File: src/hw/rtl/med5pf_pkg.sv
// ----------------------------------------------------------------------------
// med5pf_pkg
// shared types, constants and register codes of the five-tap median
// position filter
// ----------------------------------------------------------------------------
`default_nettype none

package med5pf_pkg;

  localparam int SampleBits      = 24;
  localparam int NumAxes         = 3;
  localparam int Window          = 5;
  localparam int QueueDepth      = 2;
  localparam int CenterLimitBits = 23;
  localparam int MissingTolBits  = 8;
  localparam int CfgDataBits     = 23;

  typedef logic signed [SampleBits-1:0] sample_t;

  // -1.0 in Q15.8 marks no detection
  localparam sample_t Missing = sample_t'(-256);

  localparam logic [CenterLimitBits-1:0] CenterLimitReset = CenterLimitBits'(25600);
  localparam logic [MissingTolBits-1:0]  MissingTolReset  = MissingTolBits'(2);

  typedef enum logic [0:0] {
    CfgCenterLimit = 1'b0,
    CfgMissingTol  = 1'b1
  } cfg_idx_e;

  typedef enum logic [1:0] {
    ActClimb    = 2'd0,
    ActDescend  = 2'd1,
    ActSideways = 2'd2
  } action_e;

  typedef enum logic [1:0] {
    SrcNone  = 2'd0,
    SrcSmart = 2'd1,
    SrcLocal = 2'd2
  } source_e;

  typedef struct packed {
    sample_t smart_x;
    sample_t smart_y;
    sample_t smart_z;
    sample_t local_x;
    sample_t local_y;
    sample_t local_z;
  } in_item_t;

  typedef struct packed {
    sample_t median_x;
    sample_t median_y;
    sample_t median_z;
    action_e action;
    source_e chosen_source;
  } out_item_t;

endpackage

`default_nettype wire

File: src/hw/rtl/med5pf_front.sv
// ----------------------------------------------------------------------------
// med5pf_front
// picks the source triple, keeps the per-axis history and forms the window
// ----------------------------------------------------------------------------
`default_nettype none

module med5pf_front #(
  parameter int WINDOW = med5pf_pkg::Window
) (
  input  wire                  clk_i,
  input  wire                  rst_ni,
  input  wire                  in_valid_i,
  input  med5pf_pkg::in_item_t in_item_i,
  input  wire                  q_full_i,
  output logic                 in_stall_o,
  output logic                 push_o,
  output med5pf_pkg::sample_t [med5pf_pkg::NumAxes-1:0][WINDOW-1:0] win_o,
  output med5pf_pkg::source_e  source_o
);

  localparam int NumAxes = med5pf_pkg::NumAxes;

  med5pf_pkg::sample_t [NumAxes-1:0] smart;
  med5pf_pkg::sample_t [NumAxes-1:0] loc;
  med5pf_pkg::sample_t [NumAxes-1:0] chosen;
  med5pf_pkg::sample_t [NumAxes-1:0][WINDOW-2:0] hist_q;
  logic smart_none;
  logic loc_none;
  logic primed_q;

  assign smart = {in_item_i.smart_z, in_item_i.smart_y, in_item_i.smart_x};
  assign loc   = {in_item_i.local_z, in_item_i.local_y, in_item_i.local_x};

  assign smart_none = (smart[0] == med5pf_pkg::Missing) && (smart[1] == med5pf_pkg::Missing) &&
                      (smart[2] == med5pf_pkg::Missing);
  assign loc_none   = (loc[0] == med5pf_pkg::Missing) && (loc[1] == med5pf_pkg::Missing) &&
                      (loc[2] == med5pf_pkg::Missing);

  assign chosen   = smart_none ? loc : smart;
  assign source_o = !smart_none ? med5pf_pkg::SrcSmart :
                    (loc_none ? med5pf_pkg::SrcNone : med5pf_pkg::SrcLocal);

  assign in_stall_o = q_full_i;
  assign push_o     = in_valid_i && !q_full_i;

  // before the first request the new sample stands in for every slot
  always_comb begin
    for (int a = 0; a < NumAxes; a++) begin
      for (int i = 0; i < WINDOW - 1; i++) begin
        win_o[a][i] = primed_q ? hist_q[a][i] : chosen[a];
      end
      win_o[a][WINDOW-1] = chosen[a];
    end
  end

  always_ff @(posedge clk_i) begin
    if (push_o) begin
      for (int a = 0; a < NumAxes; a++) begin
        for (int i = 0; i < WINDOW - 1; i++) begin
          hist_q[a][i] <= win_o[a][i+1];
        end
      end
    end
  end

  always_ff @(posedge clk_i or negedge rst_ni) begin
    if (!rst_ni) begin
      primed_q <= 1'b0;
    end else if (push_o) begin
      primed_q <= 1'b1;
    end
  end

endmodule

`default_nettype wire

File: src/hw/rtl/med5pf_queue.sv
// ----------------------------------------------------------------------------
// med5pf_queue
// small first-in first-out queue between the front and the sorter
// ----------------------------------------------------------------------------
`default_nettype none

module med5pf_queue #(
  parameter int WIDTH = 8,
  parameter int DEPTH = med5pf_pkg::QueueDepth
) (
  input  wire              clk_i,
  input  wire              rst_ni,
  input  wire              push_i,
  input  wire [WIDTH-1:0]  wdata_i,
  output logic             full_o,
  input  wire              pop_i,
  output logic             valid_o,
  output logic [WIDTH-1:0] rdata_o
);

  localparam int PtrBits = (DEPTH > 1) ? $clog2(DEPTH) : 1;
  localparam int CntBits = $clog2(DEPTH + 1);

  logic [WIDTH-1:0]   mem_q [DEPTH];
  logic [PtrBits-1:0] wr_ptr_q, wr_ptr_d;
  logic [PtrBits-1:0] rd_ptr_q, rd_ptr_d;
  logic [CntBits-1:0] count_q, count_d;

  assign full_o  = (count_q == CntBits'(DEPTH));
  assign valid_o = (count_q != '0);
  assign rdata_o = mem_q[rd_ptr_q];

  always_comb begin
    wr_ptr_d = wr_ptr_q;
    rd_ptr_d = rd_ptr_q;
    count_d  = count_q;
    if (push_i) begin
      wr_ptr_d = (wr_ptr_q == PtrBits'(DEPTH - 1)) ? '0 : wr_ptr_q + 1'b1;
    end
    if (pop_i) begin
      rd_ptr_d = (rd_ptr_q == PtrBits'(DEPTH - 1)) ? '0 : rd_ptr_q + 1'b1;
    end
    if (push_i && !pop_i) begin
      count_d = count_q + 1'b1;
    end else if (pop_i && !push_i) begin
      count_d = count_q - 1'b1;
    end
  end

  always_ff @(posedge clk_i or negedge rst_ni) begin
    if (!rst_ni) begin
      wr_ptr_q <= '0;
      rd_ptr_q <= '0;
      count_q  <= '0;
    end else begin
      wr_ptr_q <= wr_ptr_d;
      rd_ptr_q <= rd_ptr_d;
      count_q  <= count_d;
    end
  end

  always_ff @(posedge clk_i) begin
    if (push_i) begin
      mem_q[wr_ptr_q] <= wdata_i;
    end
  end

endmodule

`default_nettype wire

File: src/hw/rtl/med5pf_back.sv
// ----------------------------------------------------------------------------
// med5pf_back
// odd-even transposition sorter, one layer per stage, then action decision
// and output register
// ----------------------------------------------------------------------------
`default_nettype none

module med5pf_back #(
  parameter int WINDOW = med5pf_pkg::Window
) (
  input  wire                   clk_i,
  input  wire                   rst_ni,
  input  wire                   head_valid_i,
  input  med5pf_pkg::sample_t [med5pf_pkg::NumAxes-1:0][WINDOW-1:0] head_win_i,
  input  med5pf_pkg::source_e   head_src_i,
  output logic                  pop_o,
  input  wire [med5pf_pkg::CenterLimitBits-1:0] center_limit_i,
  input  wire [med5pf_pkg::MissingTolBits-1:0]  missing_tol_i,
  output logic                  out_valid_o,
  input  wire                   out_stall_i,
  output med5pf_pkg::out_item_t out_item_o
);

  localparam int NumAxes = med5pf_pkg::NumAxes;
  localparam int Sb      = med5pf_pkg::SampleBits;

  typedef med5pf_pkg::sample_t [NumAxes-1:0][WINDOW-1:0] win_t;

  win_t                lay_in  [WINDOW];
  win_t                lay_out [WINDOW];
  win_t                sort_q  [WINDOW];
  med5pf_pkg::source_e src_q   [WINDOW];
  logic [WINDOW-1:0]   vld_q;
  logic                adv;
  logic                out_valid_q;
  med5pf_pkg::out_item_t out_item_q, out_item_d;
  med5pf_pkg::sample_t [NumAxes-1:0] med;
  logic                all_missing;
  logic                centered;

  function automatic logic near_missing(med5pf_pkg::sample_t m,
                                        logic [med5pf_pkg::MissingTolBits-1:0] tol);
    logic signed [Sb:0] d;
    logic        [Sb:0] mag;
    d   = $signed({m[Sb-1], m}) + (Sb+1)'(256);
    mag = d[Sb] ? -d : d;
    return mag <= (Sb+1)'(tol);
  endfunction

  function automatic logic below_limit(med5pf_pkg::sample_t m,
                                       logic [med5pf_pkg::CenterLimitBits-1:0] lim);
    logic signed [Sb:0] e;
    logic        [Sb:0] mag;
    e   = $signed({m[Sb-1], m});
    mag = e[Sb] ? -e : e;
    return mag < (Sb+1)'(lim);
  endfunction

  // the whole pipe moves together whenever the output register can take data
  assign adv   = !out_valid_q || !out_stall_i;
  assign pop_o = head_valid_i && adv;

  for (genvar s = 0; s < WINDOW; s++) begin : g_layer
    if (s == 0) begin : g_first
      assign lay_in[s] = head_win_i;
    end else begin : g_rest
      assign lay_in[s] = sort_q[s-1];
    end

    // even layers compare pairs from slot 0, odd layers from slot 1
    always_comb begin
      lay_out[s] = lay_in[s];
      for (int a = 0; a < NumAxes; a++) begin
        for (int i = s % 2; i < WINDOW - 1; i += 2) begin
          if ($signed(lay_in[s][a][i]) < $signed(lay_in[s][a][i+1])) begin
            lay_out[s][a][i]   = lay_in[s][a][i+1];
            lay_out[s][a][i+1] = lay_in[s][a][i];
          end
        end
      end
    end

    always_ff @(posedge clk_i) begin
      if (adv) begin
        sort_q[s] <= lay_out[s];
        src_q[s]  <= (s == 0) ? head_src_i : src_q[(s == 0) ? 0 : s - 1];
      end
    end
  end

  always_ff @(posedge clk_i or negedge rst_ni) begin
    if (!rst_ni) begin
      vld_q       <= '0;
      out_valid_q <= 1'b0;
    end else if (adv) begin
      vld_q       <= {vld_q[WINDOW-2:0], head_valid_i};
      out_valid_q <= vld_q[WINDOW-1];
    end
  end

  always_comb begin
    for (int a = 0; a < NumAxes; a++) begin
      med[a] = sort_q[WINDOW-1][a][WINDOW/2];
    end
    all_missing = near_missing(med[0], missing_tol_i) && near_missing(med[1], missing_tol_i) &&
                  near_missing(med[2], missing_tol_i);
    centered    = below_limit(med[0], center_limit_i) && below_limit(med[1], center_limit_i);
    out_item_d.median_x      = med[0];
    out_item_d.median_y      = med[1];
    out_item_d.median_z      = med[2];
    out_item_d.chosen_source = src_q[WINDOW-1];
    priority if (all_missing) begin
      out_item_d.action = med5pf_pkg::ActClimb;
    end else if (centered) begin
      out_item_d.action = med5pf_pkg::ActDescend;
    end else begin
      out_item_d.action = med5pf_pkg::ActSideways;
    end
  end

  always_ff @(posedge clk_i) begin
    if (adv) begin
      out_item_q <= out_item_d;
    end
  end

  assign out_valid_o = out_valid_q;
  assign out_item_o  = out_item_q;

endmodule

`default_nettype wire

File: src/hw/rtl/median5_position_filter_select_core.sv
// A request goes through the queue, the one-layer-per-stage sorter and output register.
// Throughput: one request per cycle while the output is not stalled, set by that sorter.
// A two-entry queue parts the front from the sorter; while a result waits the sorter
// holds and the queue still takes up to two requests. Reset clears control state and
// loads the register defaults; the first request after reset fills the window.
// ----------------------------------------------------------------------------
// median5_position_filter_select_core
// source selection and per-axis sliding median of target positions with
// action decision
// ----------------------------------------------------------------------------
`default_nettype none

module median5_position_filter_select_core #(
  parameter int WINDOW = med5pf_pkg::Window
) (
  input  wire                   clk_i,
  input  wire                   rst_ni,
  input  wire                   in_valid_i,
  output logic                  in_stall_o,
  input  med5pf_pkg::in_item_t  in_item_i,
  output logic                  out_valid_o,
  input  wire                   out_stall_i,
  output med5pf_pkg::out_item_t out_item_o,
  input  wire                   cfg_we_i,
  input  wire [0:0]             cfg_idx_i,
  input  wire [med5pf_pkg::CfgDataBits-1:0] cfg_wdata_i
);

  localparam int NumAxes   = med5pf_pkg::NumAxes;
  localparam int WinBits   = NumAxes * WINDOW * med5pf_pkg::SampleBits;
  localparam int EntryBits = WinBits + $bits(med5pf_pkg::source_e);

  logic [med5pf_pkg::CenterLimitBits-1:0] center_limit_q;
  logic [med5pf_pkg::MissingTolBits-1:0]  missing_tol_q;

  logic                push;
  logic                q_full;
  logic                q_valid;
  logic                pop;
  med5pf_pkg::source_e front_src;
  med5pf_pkg::source_e head_src;
  med5pf_pkg::sample_t [NumAxes-1:0][WINDOW-1:0] front_win;
  med5pf_pkg::sample_t [NumAxes-1:0][WINDOW-1:0] head_win;
  logic [EntryBits-1:0] q_wdata;
  logic [EntryBits-1:0] q_rdata;

  always_ff @(posedge clk_i or negedge rst_ni) begin
    if (!rst_ni) begin
      center_limit_q <= med5pf_pkg::CenterLimitReset;
      missing_tol_q  <= med5pf_pkg::MissingTolReset;
    end else if (cfg_we_i) begin
      unique case (cfg_idx_i)
        med5pf_pkg::CfgCenterLimit: begin
          center_limit_q <= cfg_wdata_i[med5pf_pkg::CenterLimitBits-1:0];
        end
        med5pf_pkg::CfgMissingTol: begin
          missing_tol_q <= cfg_wdata_i[med5pf_pkg::MissingTolBits-1:0];
        end
        default: begin
        end
      endcase
    end
  end

  med5pf_front #(
    .WINDOW(WINDOW)
  ) u_front (
    .clk_i     (clk_i),
    .rst_ni    (rst_ni),
    .in_valid_i(in_valid_i),
    .in_item_i (in_item_i),
    .q_full_i  (q_full),
    .in_stall_o(in_stall_o),
    .push_o    (push),
    .win_o     (front_win),
    .source_o  (front_src)
  );

  assign q_wdata  = {front_src, front_win};
  assign head_src = med5pf_pkg::source_e'(q_rdata[EntryBits-1:WinBits]);
  assign head_win = q_rdata[WinBits-1:0];

  med5pf_queue #(
    .WIDTH(EntryBits),
    .DEPTH(med5pf_pkg::QueueDepth)
  ) u_queue (
    .clk_i  (clk_i),
    .rst_ni (rst_ni),
    .push_i (push),
    .wdata_i(q_wdata),
    .full_o (q_full),
    .pop_i  (pop),
    .valid_o(q_valid),
    .rdata_o(q_rdata)
  );

  med5pf_back #(
    .WINDOW(WINDOW)
  ) u_back (
    .clk_i         (clk_i),
    .rst_ni        (rst_ni),
    .head_valid_i  (q_valid),
    .head_win_i    (head_win),
    .head_src_i    (head_src),
    .pop_o         (pop),
    .center_limit_i(center_limit_q),
    .missing_tol_i (missing_tol_q),
    .out_valid_o   (out_valid_o),
    .out_stall_i   (out_stall_i),
    .out_item_o    (out_item_o)
  );

endmodule

`default_nettype wire

File: config.mk
export PLATFORM = sky130hd
export DESIGN_NAME = median5_position_filter_select_core
export DESIGN_NICKNAME = d
export VERILOG_FILES = /design/src/hw/rtl/med5pf_pkg.sv /design/src/hw/rtl/med5pf_front.sv /design/src/hw/rtl/med5pf_queue.sv /design/src/hw/rtl/med5pf_back.sv /design/src/hw/rtl/median5_position_filter_select_core.sv
export SDC_FILE = /design/constraint.sdc
export NUM_CORES = 2
export LEC_CHECK = 0
export BUFFER_PORTS_ARGS = -buffer_cell sky130_fd_sc_hd__buf_2
export CORE_ASPECT_RATIO = 2
export CORE_UTILIZATION = 64
export DETAILED_ROUTE_END_ITERATION = 7
export HOLD_SLACK_MARGIN = 0.1
export PLACE_DENSITY = 0.82
export SYNTH_ARGS = -nofsm -noshare
export SYNTH_HDL_FRONTEND = slang
export SYNTH_HIERARCHICAL = 1
export SYNTH_SLANG_ARGS = --single-unit
File: constraint.sdc
create_clock -name clk_i -period 42.9 [get_ports clk_i]
set_input_delay 6.435 -clock clk_i [delete_from_list [all_inputs] [get_ports clk_i]]
set_output_delay 6.435 -clock clk_i [all_outputs]
set_load 0.02 [all_outputs]
==> qor.txt <==
Register bit total from synthesis = 2,364
Final Skew = 0.07486 ns
Leading area contributor after synthesis = edfxtp_1
Nets = 10,600
Crit start category = primary input
DP HPWL = 226.6 mm
Hold Buf Count CTS = 0
Max-cap violations = 0
Pre-CTS setup slack = 31.70 ns
Hold Path Stages = 0
Vias in the first global route = 78,400
Synthesized area = 124,100 um^2
Commonest non-fill, non-tap cells in the layout = 2,322 x edfxtp_1, 847 x mux2_2, 830 x inv_1
Gpl congestion = 1.032
Core region area = 192,600 um^2
Worst-path clk slew = 0.07 ns
FF-to-FF End = u_back/sort_q[0][175]$_DFFE_PN_
Post-Route WL = 309.6 mm
Top FF cell, synth = edfxtp_1
Most common cell after layout, fill and taps aside = edfxtp_1
Die W = 313.3 um
Cells after synthesis = 9,625
Iteration-0 DRC Markers = 7,753
TNS Setup = 0 ns
I/O Pins = 251
Rel. slew slack = 15.89%
EDFF count, synth = 2,322
Worst r2r path cells = 14
Max Fclk = 96.09 MHz
Final Worst Setup Slack = 32.49 ns
RSZ-0062 raised after global routing = false
Clock tree buffer depth = 4
Gr ovfl total = 0
Area Overhead vs Synth = 8.387%
Post-DRT Antenna Nets = 0
Die Ht = 624.7 um
Status = finished clean
Post-CTS Setup Bufs = 0
Hold Fails Final Rpt = 0
Kind of critical path = in -> reg
Wire length per cell = 24.92 um
CTS tree = yes
Critical Path End Type = register
Post-synth top area share = 56.20%
Hold WS = 0.3863 ns
First-pass GRT wire length = 464.1 mm
Count of cell types in the netlist = 93
Later-pin clock latency in the skew report = 0.89 ns
Worst EP arrival = 10.89 ns
Count of final setup violators = 0
Antenna violations before repair = 28
Tcrit/Tclk final = 24.26%
Hold Path Class = reg -> reg
DR DRC count = 0
Uppermost layer routed = met5
Met3 WL = 21.43 mm
Register area share after synthesis = 57.05%
Hold endpoint = u_back/sort_q[0][1061]$_DFFE_PN_
Ranking of synthesized cells by area = edfxtp_1 56%, mux2_2 7.7%, ha_1 7.1%, mux2i_1 4.2%, a21oi_1 3.0%
Final Cell Area = 134,500 um^2
Die area = 195,700 um^2
Worst Max-Slew Pin Slew = 1.242 ns
FP Rows = 228
Total vias in the final route = 79,330
Vias per cell = 6.386
CTS resizes = 0
Port-buffer cells = 250
Critical Path Fanout Max = 78
Initial Util = 64.43%
Post-layout min period = 10.41 ns
Placed inst area = 127,700 um^2
Fraction of layout cells with a size suffix above 1 = 17.35%
Syn_nets = 10,500
Pins Over Slew Limit = 0
DRT Pass-1 Iters = 8
Met1 Wirelength = 115.5 mm
Worst endpoint required time = 43.39 ns
Warnings from Yosys = 6
Pin count of the biggest net entering global routing = 174
Num CTS Buffers = 202
Avg Inst Size Synth = 12.89 um^2
CTS H-tree lvls = 4
Hold Path Origin = u_back/sort_q[0][701]$_DFFE_PN_
# clock sinks = 2,364
Tot GR Track Use = 31.24%
R2r startpoint = u_queue/rd_ptr_q$_DFFE_PN0P_
Fillers = 12,900
Reg2Reg Setup Slack = 36.28 ns
Met2 WL = 153.8 mm
Fraction of registers with async set or reset after synthesis = 1.777%
Root buffer cell = clkbuf_16
[synth_stat cells (45+ instances only)]
library cell  instances
a211oi_1            482
ha_1                701
and2_1              235
inv_1               830
nand2_1             388
a21o_1              282
nor3_1               65
nand4_1             121
clkbuf_1            373
nor4_1              102
buf_2                58
nor2_1              262
mux2_4               90
mux2_1               45
nor2b_1             177
mux2_2              847
a22oi_1             158
a21oi_1             732
o21ai_0             158
nand2b_1             63
nand3_1              74
edfxtp_1           2322
xnor2_1              87
mux2i_1             521
[area by class of cell]
type | count | area (um^2) | area share, %
Antenna cell | 13 | 32.53 | 0.02419
Clock buffer | 221 | 5147 | 3.828
Clock inverter | 140 | 1540 | 1.145
Inverter | 830 | 3115 | 2.317
Multi-Input combinational cell | 5945 | 48420 | 36.01
Sequential cell | 2364 | 70790 | 52.65
Tap cell | 2530 | 3166 | 2.354
Timing Repair Buffer | 380 | 2252 | 1.675
[critical path, cell delays in order]
cell and delay, ns:
buf_2 0.08, nor2b_4 0.33, nor2b_4 1.02, buf_4 0.91
buf_4 0.98, buf_4 0.92
[sequential cells by signal, indices dropped and copies added, names as in the netlist, 2 cells and up]
| register | cells |
|---|---|
| missing_tol_q | 8 |
| u_front/hist_q | 288 |
| u_back/vld_q | 5 |
| u_back/out_item_o | 76 |
| center_limit_q | 23 |
| u_queue/mem_q | 724 |
| u_back/sort_q | 1224 |
| u_back/src_q | 10 |
| u_queue/count_q | 2 |
[how the worst max path moves through the flow]
stage	from	endpoint	slack, ns	cells after the start
floorplan	out_stall_i	u_back/vld_q[1]$_DFFE_PN0N_	5.37	2
global placement	in_valid_i	u_queue/mem_q[0][256]$_DFFE_PP_	31.76	6
detailed placement	in_valid_i	u_queue/mem_q[0][257]$_DFFE_PP_	31.70	6
CTS	in_valid_i	u_queue/mem_q[0][267]$_DFFE_PP_	32.58	6
global route	out_stall_i	u_back/sort_q[0][656]$_DFFE_PN_	32.25	6
finish	in_valid_i	u_queue/mem_q[0][261]$_DFFE_PP_	32.49	6
[per-stage QoR]
step | utilization, % | std cells
2_1_floorplan | - | 9625
3_3_place_gp | 66.34 | 12050
3_5_place_dp | 66.34 | 12050
4_1_cts | 69.81 | 12410
5_1_grt | 69.82 | 12410
6_report | 69.83 | 12420
[per-layer routing]
layer  vias up  track usage, %
li1      36410               -
met1     38740           38.23
met2      3427           53.51
met3       743           4.187
met4        14           16.99
met5         -               0
[cell families after synthesis]
group                    synth area share, %
adder cells (fa/ha/maj)                7.070
flip-flops                             57.05
buffers and inverters                  4.180
multiplexers                           13.39
AND/OR/NAND/NOR                        6.946
XOR/XNOR                              0.8401
AO/OA/AOI/OAI                          10.52
Power is not shown: default switching activity piles up to over one toggle a cycle in this logic, so the estimate is an artifact.
